## config.mk

```make
export PLATFORM = sky130hd
export DESIGN_NAME = multimap_key_value_table_flat
export DESIGN_NICKNAME = d
export VERILOG_FILES = /design/src/design/mkv_pkg.sv /design/src/design/mkv_if.sv /design/src/design/mkv_store.sv /design/src/design/mkv_ctrl.sv /design/src/design/multimap_key_value_table.sv /design/src/flat_wrapper.sv
export SDC_FILE = /design/constraint.sdc
export NUM_CORES = 2
export LEC_CHECK = 0
export BUFFER_PORTS_ARGS = -buffer_cell sky130_fd_sc_hd__buf_2
export CAP_MARGIN = 20
export CORE_ASPECT_RATIO = 1.2
export CORE_MARGIN = 2
export CORE_UTILIZATION = 50
export DETAILED_ROUTE_END_ITERATION = 8
export PLACE_DENSITY = 0.68
export SLEW_MARGIN = 20
export SYNTH_ARGS = -nofsm -noshare
export SYNTH_HDL_FRONTEND = slang
export SYNTH_SLANG_ARGS = --single-unit
export TNS_END_PERCENT = 5
```

## constraint.sdc

```tcl
create_clock -name clock -period 6.85 [get_ports clock]
set_input_delay 0.3425 -clock clock [delete_from_list [all_inputs] [get_ports clock]]
set_output_delay 0.3425 -clock clock [all_outputs]
set_load 0.01 [all_outputs]
```

## src/design/mkv_pkg.sv

```systemverilog
`timescale 1ns / 1ps
// ----------------------------------------------------------------------------
// mkv_pkg: shared types and constants of the multimap key/value table
// Opcodes, result status codes, sequencer states and fixed field widths.
// ----------------------------------------------------------------------------
package mkv_pkg;

   // fixed widths of the opcode, status and emitted key/value fields
   localparam int OPCODE_WIDTH = 2;
   localparam int STATUS_WIDTH = 2;
   localparam int OUT_WIDTH    = 32;

   typedef enum logic [OPCODE_WIDTH-1:0] {
      OP_INSERT = 2'd0,
      OP_FIND   = 2'd1,
      OP_REMOVE = 2'd2,
      OP_DUMP   = 2'd3
   } opcode_type;

   typedef enum logic [STATUS_WIDTH-1:0] {
      ST_OK     = 2'd0,
      ST_ABSENT = 2'd1,
      ST_EMPTY  = 2'd2,
      ST_FULL   = 2'd3
   } status_type;

   typedef enum logic [1:0] {
      S_IDLE,
      S_SCAN,
      S_FLUSH
   } state_type;

endpackage

```

## src/design/mkv_if.sv

```systemverilog
`timescale 1ns / 1ps
// ----------------------------------------------------------------------------
// mkv_if: request and response channels of the multimap key/value table
// Valid/ready channels; a transfer happens when valid and ready are both high.
// ----------------------------------------------------------------------------

// request channel: one operation per transfer
interface mkv_req_if
   import mkv_pkg::*;
#(
   parameter int KEY_WIDTH   = 32,
   parameter int VALUE_WIDTH = 32
) ();
   logic                    valid;
   logic                    ready;
   logic [OPCODE_WIDTH-1:0] opcode;
   logic [KEY_WIDTH-1:0]    key;
   logic [VALUE_WIDTH-1:0]  value;

   modport source (output valid, output opcode, output key, output value, input ready);
   modport sink   (input valid, input opcode, input key, input value, output ready);
endinterface

// response channel: one or more results per request
interface mkv_rsp_if
   import mkv_pkg::*;
();
   logic                    valid;
   logic                    ready;
   logic [STATUS_WIDTH-1:0] status;
   logic [OUT_WIDTH-1:0]    entry_key;
   logic [OUT_WIDTH-1:0]    entry_value;
   logic                    last;

   modport source (output valid, output status, output entry_key, output entry_value,
                   output last, input ready);
   modport sink   (input valid, input status, input entry_key, input entry_value,
                   input last, output ready);
endinterface

```

## src/design/mkv_store.sv

```systemverilog
`timescale 1ns / 1ps
// ----------------------------------------------------------------------------
// mkv_store: pair storage of the multimap key/value table
// One write port and one read port with registered, enabled read data.
// ----------------------------------------------------------------------------
module mkv_store
   import mkv_pkg::*;
#(
   parameter int DEPTH       = 32,
   parameter int KEY_WIDTH   = 32,
   parameter int VALUE_WIDTH = 32
) (
   input  logic                       clock,
   input  logic                       wr_en,
   input  logic [$clog2(DEPTH)-1:0]   wr_addr,
   input  logic [KEY_WIDTH-1:0]       wr_key,
   input  logic [VALUE_WIDTH-1:0]     wr_value,
   input  logic                       rd_en,
   input  logic [$clog2(DEPTH)-1:0]   rd_addr,
   output logic [KEY_WIDTH-1:0]       rd_key,
   output logic [VALUE_WIDTH-1:0]     rd_value
);

   localparam int EntryWidth = KEY_WIDTH + VALUE_WIDTH;

   logic [EntryWidth-1:0] store_ff [DEPTH];
   logic [EntryWidth-1:0] rd_data_ff;

   // write port
   always_ff @(posedge clock) begin
      if (wr_en) begin
         store_ff[wr_addr] <= {wr_key, wr_value};
      end
   end

   // read port; data holds while rd_en is low
   always_ff @(posedge clock) begin
      if (rd_en) begin
         rd_data_ff <= store_ff[rd_addr];
      end
   end

   assign rd_key   = rd_data_ff[EntryWidth-1:VALUE_WIDTH];
   assign rd_value = rd_data_ff[VALUE_WIDTH-1:0];

endmodule

```

## src/design/mkv_ctrl.sv

```systemverilog
`timescale 1ns / 1ps
// ----------------------------------------------------------------------------
// mkv_ctrl: sequencer of the multimap key/value table
// Walks the store one entry a cycle, unless stalled, through a single key
// comparator, holds the latest match back one step so the final result can
// carry last, compacts the table on remove and drives the registered response.
// ----------------------------------------------------------------------------
module mkv_ctrl
   import mkv_pkg::*;
#(
   parameter int DEPTH       = 32,
   parameter int KEY_WIDTH   = 32,
   parameter int VALUE_WIDTH = 32
) (
   input  logic                       clock,
   input  logic                       reset,
   mkv_req_if.sink                    req,
   mkv_rsp_if.source                  rsp,
   output logic                       mem_wr_en,
   output logic [$clog2(DEPTH)-1:0]   mem_wr_addr,
   output logic [KEY_WIDTH-1:0]       mem_wr_key,
   output logic [VALUE_WIDTH-1:0]     mem_wr_value,
   output logic                       mem_rd_en,
   output logic [$clog2(DEPTH)-1:0]   mem_rd_addr,
   input  logic [KEY_WIDTH-1:0]       mem_rd_key,
   input  logic [VALUE_WIDTH-1:0]     mem_rd_value
);

   localparam int CW = $clog2(DEPTH + 1);
   localparam int AW = $clog2(DEPTH);

   state_type                state_ff, state_in;
   logic [CW-1:0]            count_ff, count_in;
   logic [CW-1:0]            rd_ptr_ff, rd_ptr_in;
   logic [CW-1:0]            wr_ptr_ff, wr_ptr_in;
   opcode_type               op_ff, op_in;
   logic [KEY_WIDTH-1:0]     key_ff, key_in;
   logic                     data_vld_ff, data_vld_in;
   logic                     pend_vld_ff, pend_vld_in;
   logic [KEY_WIDTH-1:0]     pend_key_ff, pend_key_in;
   logic [VALUE_WIDTH-1:0]   pend_value_ff, pend_value_in;
   logic                     out_vld_ff, out_vld_in;
   status_type               out_status_ff, out_status_in;
   logic [OUT_WIDTH-1:0]     out_key_ff, out_key_in;
   logic [OUT_WIDTH-1:0]     out_value_ff, out_value_in;
   logic                     out_last_ff, out_last_in;

   opcode_type               req_op;
   logic                     out_free;
   logic                     req_xfer;
   logic                     table_full;
   logic                     table_empty;
   logic                     key_hit;
   logic                     hit;
   logic                     stall;
   logic                     scan_done;

   // zero-extend or truncate keys and values to the response width
   logic [KEY_WIDTH+OUT_WIDTH-1:0]   req_key_ext, pend_key_ext;
   logic [VALUE_WIDTH+OUT_WIDTH-1:0] req_value_ext, pend_value_ext;

   assign req_key_ext    = {{OUT_WIDTH{1'b0}}, req.key};
   assign pend_key_ext   = {{OUT_WIDTH{1'b0}}, pend_key_ff};
   assign req_value_ext  = {{OUT_WIDTH{1'b0}}, req.value};
   assign pend_value_ext = {{OUT_WIDTH{1'b0}}, pend_value_ff};

   // handshake and status terms
   assign req_op      = opcode_type'(req.opcode);
   assign out_free    = !out_vld_ff || rsp.ready;
   assign req.ready   = (state_ff == S_IDLE) && out_free;
   assign req_xfer    = req.valid && req.ready;
   assign table_full  = (count_ff == CW'(DEPTH));
   assign table_empty = (count_ff == '0);

   // shared key comparator on the registered store read data
   assign key_hit   = (mem_rd_key == key_ff);
   assign hit       = data_vld_ff && ((op_ff == OP_DUMP) || key_hit);
   assign stall     = hit && pend_vld_ff && !out_free;
   assign scan_done = !data_vld_ff && (rd_ptr_ff == count_ff);

   // next state
   always_comb begin
      state_in = state_ff;
      unique case (state_ff)
         S_IDLE: begin
            if (req_xfer && (req_op != OP_INSERT) && !table_empty) begin
               state_in = S_SCAN;
            end
         end
         S_SCAN: begin
            if (scan_done) begin
               state_in = S_FLUSH;
            end
         end
         S_FLUSH: begin
            if (out_free) begin
               state_in = S_IDLE;
            end
         end
         default: state_in = S_IDLE;
      endcase
   end

   // datapath and memory control
   always_comb begin
      count_in      = count_ff;
      rd_ptr_in     = rd_ptr_ff;
      wr_ptr_in     = wr_ptr_ff;
      op_in         = op_ff;
      key_in        = key_ff;
      data_vld_in   = data_vld_ff;
      pend_vld_in   = pend_vld_ff;
      pend_key_in   = pend_key_ff;
      pend_value_in = pend_value_ff;
      out_vld_in    = out_vld_ff && !rsp.ready;
      out_status_in = out_status_ff;
      out_key_in    = out_key_ff;
      out_value_in  = out_value_ff;
      out_last_in   = out_last_ff;
      mem_wr_en     = 1'b0;
      mem_wr_addr   = wr_ptr_ff[AW-1:0];
      mem_wr_key    = mem_rd_key;
      mem_wr_value  = mem_rd_value;
      mem_rd_en     = 1'b0;
      mem_rd_addr   = rd_ptr_ff[AW-1:0];

      unique case (state_ff)
         S_IDLE: begin
            if (req_xfer) begin
               op_in       = req_op;
               key_in      = req.key;
               rd_ptr_in   = '0;
               wr_ptr_in   = '0;
               data_vld_in = 1'b0;
               pend_vld_in = 1'b0;
               if (req_op == OP_INSERT) begin
                  out_vld_in   = 1'b1;
                  out_last_in  = 1'b1;
                  out_key_in   = '0;
                  out_value_in = '0;
                  if (table_full) begin
                     out_status_in = ST_FULL;
                  end else begin
                     out_status_in = ST_OK;
                     out_key_in    = req_key_ext[OUT_WIDTH-1:0];
                     out_value_in  = req_value_ext[OUT_WIDTH-1:0];
                     mem_wr_en     = 1'b1;
                     mem_wr_addr   = count_ff[AW-1:0];
                     mem_wr_key    = req.key;
                     mem_wr_value  = req.value;
                     count_in      = count_ff + CW'(1);
                  end
               end else if (table_empty) begin
                  out_vld_in    = 1'b1;
                  out_last_in   = 1'b1;
                  out_status_in = ST_EMPTY;
                  out_key_in    = '0;
                  out_value_in  = '0;
               end
            end
         end

         S_SCAN: begin
            if (!stall) begin
               // a match replaces the held one; the held one goes out
               if (hit) begin
                  pend_vld_in   = 1'b1;
                  pend_key_in   = mem_rd_key;
                  pend_value_in = mem_rd_value;
                  if (pend_vld_ff) begin
                     out_vld_in    = 1'b1;
                     out_status_in = ST_OK;
                     out_key_in    = pend_key_ext[OUT_WIDTH-1:0];
                     out_value_in  = pend_value_ext[OUT_WIDTH-1:0];
                     out_last_in   = 1'b0;
                  end
               end
               // remove keeps non-matching entries, packed toward slot zero
               if (data_vld_ff && (op_ff == OP_REMOVE) && !key_hit) begin
                  mem_wr_en = 1'b1;
                  wr_ptr_in = wr_ptr_ff + CW'(1);
               end
               // issue the next read
               if (rd_ptr_ff != count_ff) begin
                  mem_rd_en   = 1'b1;
                  rd_ptr_in   = rd_ptr_ff + CW'(1);
                  data_vld_in = 1'b1;
               end else begin
                  data_vld_in = 1'b0;
               end
            end
         end

         S_FLUSH: begin
            if (out_free) begin
               out_vld_in  = 1'b1;
               out_last_in = 1'b1;
               pend_vld_in = 1'b0;
               if (pend_vld_ff) begin
                  out_status_in = ST_OK;
                  out_key_in    = pend_key_ext[OUT_WIDTH-1:0];
                  out_value_in  = pend_value_ext[OUT_WIDTH-1:0];
               end else begin
                  out_status_in = ST_ABSENT;
                  out_key_in    = '0;
                  out_value_in  = '0;
               end
               if (op_ff == OP_REMOVE) begin
                  count_in = wr_ptr_ff;
               end
            end
         end

         default: begin
         end
      endcase
   end

   // control registers
   always_ff @(posedge clock) begin
      if (reset) begin
         state_ff    <= S_IDLE;
         count_ff    <= '0;
         data_vld_ff <= 1'b0;
         pend_vld_ff <= 1'b0;
         out_vld_ff  <= 1'b0;
      end else begin
         state_ff    <= state_in;
         count_ff    <= count_in;
         data_vld_ff <= data_vld_in;
         pend_vld_ff <= pend_vld_in;
         out_vld_ff  <= out_vld_in;
      end
   end

   // payload registers
   always_ff @(posedge clock) begin
      rd_ptr_ff     <= rd_ptr_in;
      wr_ptr_ff     <= wr_ptr_in;
      op_ff         <= op_in;
      key_ff        <= key_in;
      pend_key_ff   <= pend_key_in;
      pend_value_ff <= pend_value_in;
      out_status_ff <= out_status_in;
      out_key_ff    <= out_key_in;
      out_value_ff  <= out_value_in;
      out_last_ff   <= out_last_in;
   end

   // response channel
   assign rsp.valid       = out_vld_ff;
   assign rsp.status      = out_status_ff;
   assign rsp.entry_key   = out_key_ff;
   assign rsp.entry_value = out_value_ff;
   assign rsp.last        = out_last_ff;

endmodule

```

## src/design/multimap_key_value_table.sv

```systemverilog
`timescale 1ns / 1ps
// ----------------------------------------------------------------------------
// multimap_key_value_table: fixed-depth multimap of key/value pairs
// Usage:
//   req_chan carries one operation per transfer (opcode, key, value):
//   insert, find all, remove all matching, dump all. rsp_chan returns one or
//   more results (status, entry_key, entry_value, last); last marks the
//   final result of a request.
//   Insert, and any other operation on an empty table, answers in the cycle
//   after the request transfer and the block is ready again at once.
//   Find, remove and dump walk the n stored pairs through one key comparator
//   at one store read per cycle while the output is not stalled; the block
//   takes no new request until the final result is in the output register.
//   The response sits in an output register; a new request is taken while a
//   finished result waits, as long as it is taken in the same cycle.
//   When the receiver stalls, the walk pauses on the next match and resumes
//   when the output register drains; nothing is lost.
//   Reset clears the entry count and all handshake state; the pair store
//   itself is not cleared and only slots below the count are ever read.
// ----------------------------------------------------------------------------
module multimap_key_value_table
   import mkv_pkg::*;
#(
   parameter int DEPTH       = 32,
   parameter int KEY_WIDTH   = 32,
   parameter int VALUE_WIDTH = 32
) (
   input  logic        clock,
   input  logic        reset,
   mkv_req_if.sink     req_chan,
   mkv_rsp_if.source   rsp_chan
);

   localparam int AW = $clog2(DEPTH);

   logic                   mem_wr_en;
   logic [AW-1:0]          mem_wr_addr;
   logic [KEY_WIDTH-1:0]   mem_wr_key;
   logic [VALUE_WIDTH-1:0] mem_wr_value;
   logic                   mem_rd_en;
   logic [AW-1:0]          mem_rd_addr;
   logic [KEY_WIDTH-1:0]   mem_rd_key;
   logic [VALUE_WIDTH-1:0] mem_rd_value;

   // sequencer with the shared comparator and output register
   mkv_ctrl #(
      .DEPTH       (DEPTH),
      .KEY_WIDTH   (KEY_WIDTH),
      .VALUE_WIDTH (VALUE_WIDTH)
   ) u_mkv_ctrl (
      .clock        (clock),
      .reset        (reset),
      .req          (req_chan),
      .rsp          (rsp_chan),
      .mem_wr_en    (mem_wr_en),
      .mem_wr_addr  (mem_wr_addr),
      .mem_wr_key   (mem_wr_key),
      .mem_wr_value (mem_wr_value),
      .mem_rd_en    (mem_rd_en),
      .mem_rd_addr  (mem_rd_addr),
      .mem_rd_key   (mem_rd_key),
      .mem_rd_value (mem_rd_value)
   );

   // pair store
   mkv_store #(
      .DEPTH       (DEPTH),
      .KEY_WIDTH   (KEY_WIDTH),
      .VALUE_WIDTH (VALUE_WIDTH)
   ) u_mkv_store (
      .clock    (clock),
      .wr_en    (mem_wr_en),
      .wr_addr  (mem_wr_addr),
      .wr_key   (mem_wr_key),
      .wr_value (mem_wr_value),
      .rd_en    (mem_rd_en),
      .rd_addr  (mem_rd_addr),
      .rd_key   (mem_rd_key),
      .rd_value (mem_rd_value)
   );

endmodule

```

## src/flat_wrapper.sv

```systemverilog
// flat-port wrapper written by rule: the top's interface ports become plain ports
module multimap_key_value_table_flat import mkv_pkg::*;
#(
   parameter int DEPTH       = 32,
   parameter int KEY_WIDTH   = 32,
   parameter int VALUE_WIDTH = 32
)
  (clock, reset, req_chan_valid, req_chan_opcode, req_chan_key, req_chan_value, req_chan_ready, rsp_chan_valid, rsp_chan_status, rsp_chan_entry_key, rsp_chan_entry_value, rsp_chan_last, rsp_chan_ready);
  mkv_req_if #(.KEY_WIDTH(KEY_WIDTH), .VALUE_WIDTH(VALUE_WIDTH)) req_chan_i ();
  mkv_rsp_if rsp_chan_i ();
  input  logic clock;
  input  logic reset;
  input wire logic [$bits(req_chan_i.valid)-1:0] req_chan_valid;
  input wire logic [$bits(req_chan_i.opcode)-1:0] req_chan_opcode;
  input wire logic [$bits(req_chan_i.key)-1:0] req_chan_key;
  input wire logic [$bits(req_chan_i.value)-1:0] req_chan_value;
  output wire logic [$bits(req_chan_i.ready)-1:0] req_chan_ready;
  output wire logic [$bits(rsp_chan_i.valid)-1:0] rsp_chan_valid;
  output wire logic [$bits(rsp_chan_i.status)-1:0] rsp_chan_status;
  output wire logic [$bits(rsp_chan_i.entry_key)-1:0] rsp_chan_entry_key;
  output wire logic [$bits(rsp_chan_i.entry_value)-1:0] rsp_chan_entry_value;
  output wire logic [$bits(rsp_chan_i.last)-1:0] rsp_chan_last;
  input wire logic [$bits(rsp_chan_i.ready)-1:0] rsp_chan_ready;
  assign req_chan_i.valid = req_chan_valid;
  assign req_chan_i.opcode = req_chan_opcode;
  assign req_chan_i.key = req_chan_key;
  assign req_chan_i.value = req_chan_value;
  assign req_chan_ready = req_chan_i.ready;
  assign rsp_chan_valid = rsp_chan_i.valid;
  assign rsp_chan_status = rsp_chan_i.status;
  assign rsp_chan_entry_key = rsp_chan_i.entry_key;
  assign rsp_chan_entry_value = rsp_chan_i.entry_value;
  assign rsp_chan_last = rsp_chan_i.last;
  assign rsp_chan_i.ready = rsp_chan_ready;
  multimap_key_value_table #(.DEPTH(DEPTH), .KEY_WIDTH(KEY_WIDTH), .VALUE_WIDTH(VALUE_WIDTH)) u_core (.clock(clock), .reset(reset), .req_chan(req_chan_i), .rsp_chan(rsp_chan_i));
endmodule
```

==> impl_metrics.env <==
export IMPL_synth_compound_area_share_pct=0.864
export IMPL_die_area_um2=180000
export IMPL_ys_ff_latch=2300
export IMPL_vias=41000
export IMPL_synthXorXnorAreaFrac_pct=0.446
export IMPL_grt_first_pass_wirelength_mm=297
export IMPL_fin_skew_ps=58.3
export IMPL_synth_area_um2=88300
export IMPL_htree_levels=4
export IMPL_syn_to_final_growth_pct=13.3
export IMPL_syn_avg_cell_area_um2=23.3
export IMPL_ys_types=55
export IMPL_die_h_um=464
export IMPL_clock_latency_ps=880
export IMPL_synth_edf_count=2289
export IMPL_yosysWarnings=0
export IMPL_synth_area_leader_cell="edfxtp_1"
export IMPL_wirelength_mm=207
export IMPL_avgRoutedWirePerCell_um=31.3
export IMPL_leakage_uw=0.0310
export IMPL_status="completed"
export IMPL_critical_path_max_fanout=44
export IMPL_min_period_ps=5010
export IMPL_post_synth_top_count_cell="edfxtp_1"
export IMPL_io_pins=139
export IMPL_critPathArrivalTime_ps=5460
export IMPL_grt_remaining_overflow=0
export IMPL_synth_fa_ha_area_share_pct=0.127
export IMPL_drc_errors=0
export IMPL_synthFlopType="edfxtp_1"
export IMPL_core_region_area_um2=176000
export IMPL_cts_hold_buf=64
export IMPL_initial_utilization_pct=50.1
export IMPL_critPathKind="reg -> reg"
export IMPL_synth_area_top_cells="edfxtp_1 (78%), mux4_2 (16%), mux2_2 (0.82%)"
export IMPL_first_pass_iters=7
export IMPL_cts_setup_buffers=0
export IMPL_clock_tree_root_cell="clkbuf_16"
export IMPL_power_density_nw_per_um2=344
export IMPL_place_hpwl_mm=114
export IMPL_ys_seq_area_share_pct=78.1
export IMPL_final_util_pct=56.8
export IMPL_grt_pass1_vias=41700
export IMPL_cts_resized=0
export IMPL_worst_pin_slew_ps=1110
export IMPL_drt_initial_drc_count=4863
export IMPL_gp_congestion=0.843
export IMPL_finalSetupViolations=0
export IMPL_synth_top_family_by_area="multiplexers"
export IMPL_end_kind="flip-flop"
export IMPL_viasPerCell=6.20
export IMPL_drv_cap=0
export IMPL_ir_worst_vdd_v=0.000232
export IMPL_grtUsageTotal_pct=23.1
export IMPL_dp_slack_ps=1930
export IMPL_antenna_found_initial=9
export IMPL_cp_start_kind="flip-flop"
export IMPL_syn_nets=3867
export IMPL_drtAntennaViolNets=0
export IMPL_cts_buffer_depth=3
export IMPL_fmax_mhz=199
export IMPL_synthCells=3788
export IMPL_drive_gt1_share_pct=30.6
export IMPL_die_w_um=388
export IMPL_drv_slew=0
export IMPL_fin_nets=4196
export IMPL_cts_sinks=2300
export IMPL_worst_slack_ps=1840
export IMPL_synth_simple_area_share_pct=1.92
export IMPL_num_rows=169
export IMPL_synth_top_area_share_pct=77.8
export IMPL_hp_class="in -> reg"
export IMPL_synthMuxAreaShare_pct=17.6
export IMPL_rsz0062_at_grt="no"
export IMPL_ys_async_sr_fraction_pct=0
export IMPL_cp_required_ps=7300
export IMPL_numCtsBuffers=214
export IMPL_io_buffers=138
export IMPL_tritoncts="yes"
export IMPL_path_clk_slew_ps=60
export IMPL_slew_headroom_pct=25.8
export IMPL_period_share_pct=73.2
export IMPL_synth_common_cells="edfxtp_1 (2,289), mux4_2 (640), clkbuf_1 (125)"
export IMPL_hold_viol_final=0
export IMPL_grt_max_degree=125
export IMPL_n_fill_cell=12500
-- critical path, cell delays in order (launching register included) --
cell	delay, ps
dfxtp_1	390
inv_1	130
ha_1	180
nor4b_2	440
nand2_1	240
nand2_2	100
buf_4	520
a41oi_2	480
buf_8	290
nor2_4	770
buf_4	910
-- report_power, final --
| part | internal (µW) | switching (µW) |
|---|---|---|
| clock | 6510 | 5170 |
| sequential | 16500 | 191 |
| combinational | 2610 | 3420 |
| total | 25600 | 8780 |
-- area by class of cell --
type	instances	area, µm²	share of cell area, %
clock buffers	263	5540	5.54
clock inverters	136	1390	1.39
well taps	2308	2890	2.89
inverters	7	26.3	0.0263
repair buffers	310	2430	2.43
diodes	2	5.00	0.00500
flip-flops and latches	2300	69000	68.9
multi-input cells	1284	18800	18.8
-- metrics by stage --
| step | cell area (µm²) | cells | hold slack [ps] | TNS (ps) | total power [µW] |
|---|---|---|---|---|---|
| 2_1_floorplan | 88300 | 3788 | 426 | -42690 | 21000 |
| 3_3_place_gp | 92300 | 6136 | 434 | 0 | 22900 |
| 3_5_place_dp | 92400 | 6140 | 440 | 0 | 23000 |
| 4_1_cts | 99900 | 6603 | 20.8 | 0 | 34600 |
| 5_1_grt | 100000 | 6609 | 30.7 | 0 | 35500 |
| 6_report | 100000 | 6610 | 74.9 | 0 | 34400 |
-- cells in the final DEF (no fill, tap or decap), types with 8 or more instances in the layout --
master         synthesis  routed
nand4_1               10      10
clkinv_2               0      37
nand2b_1               8       8
a21oi_1               78      76
nor2b_1               68      67
buf_12                 0      14
mux2_2                64      80
nor2_1               110      91
dlygate4sd3_1          0      64
ha_1                   9       8
buf_4                  9      83
clkbuf_1             125      49
buf_2                 48     138
nand2_1              120     109
nand3_1               11      11
mux4_2               640     640
xor2_1                 9       9
nand2_2                0      11
xnor2_1               36      36
mux2_1                32      16
bufinv_16              0      19
edfxtp_1            2289    2289
o21ai_1                8       8
nor2_4                 0      19
clkbuf_16              0     214
nor3_2                 0      10
dfxtp_1               11      11
clkinv_1               0      56
-- routing by layer --
layer | wire length [µm] | track usage (%) | up-vias | part of all wire (%)
met2 | 102000 | 37.4 | 1903 | 49
met5 | 42 | 0 | - | 0.020
met3 | 17800 | 4.57 | 296 | 8.6
li1 | - | - | 16700 | -
met1 | 82000 | 32.3 | 22100 | 40
met4 | 5370 | 6.79 | 6 | 2.6
-- state kept, by name (all words and copies together) (netlist names), 32 cells and up --
| register | flops |
|---|---|
| u_core.u_mkv_ctrl.key_ff | 32 |
| u_core.u_mkv_ctrl.pend_key_ff | 32 |
| u_core.u_mkv_ctrl.pend_value_ff | 32 |
| u_core.u_mkv_ctrl.rsp.entry_key | 32 |
| u_core.u_mkv_ctrl.rsp.entry_value | 32 |
| u_core.u_mkv_store.rd_data_ff | 64 |
| u_core.u_mkv_store.store_ff | 2048 |
-- cell families after synthesis --
family	after synthesis
DFF	2300
muxes	738
and+or+nand+nor	364
buffers and inverters	204
AOI/OAI and AO/OA	128
xor gates and xnor gates	45
adders and majority gates	9
-- path summary, 6_finish.rpt --
path	start	endpoint	slack (ps)	depth (start not counted)
min reg2reg	u_core.u_mkv_store.rd_data_ff[4]$_DFFE_PP_	u_core.u_mkv_ctrl.pend_value_ff[4]$_DFFE_PP_	450	0
min	req_chan_value[6]	u_core.u_mkv_ctrl.rsp.entry_value[6]$_DFFE_PP_	70	4
max	u_core.u_mkv_ctrl.count_ff[0]$_SDFFE_PP0P_	u_core.u_mkv_store.store_ff[31][18]$_DFFE_PP_	1840	10
max reg2reg	u_core.u_mkv_ctrl.count_ff[0]$_SDFFE_PP0P_	u_core.u_mkv_store.store_ff[31][18]$_DFFE_PP_	1840	10
Power figures use the tool's default switching activity.
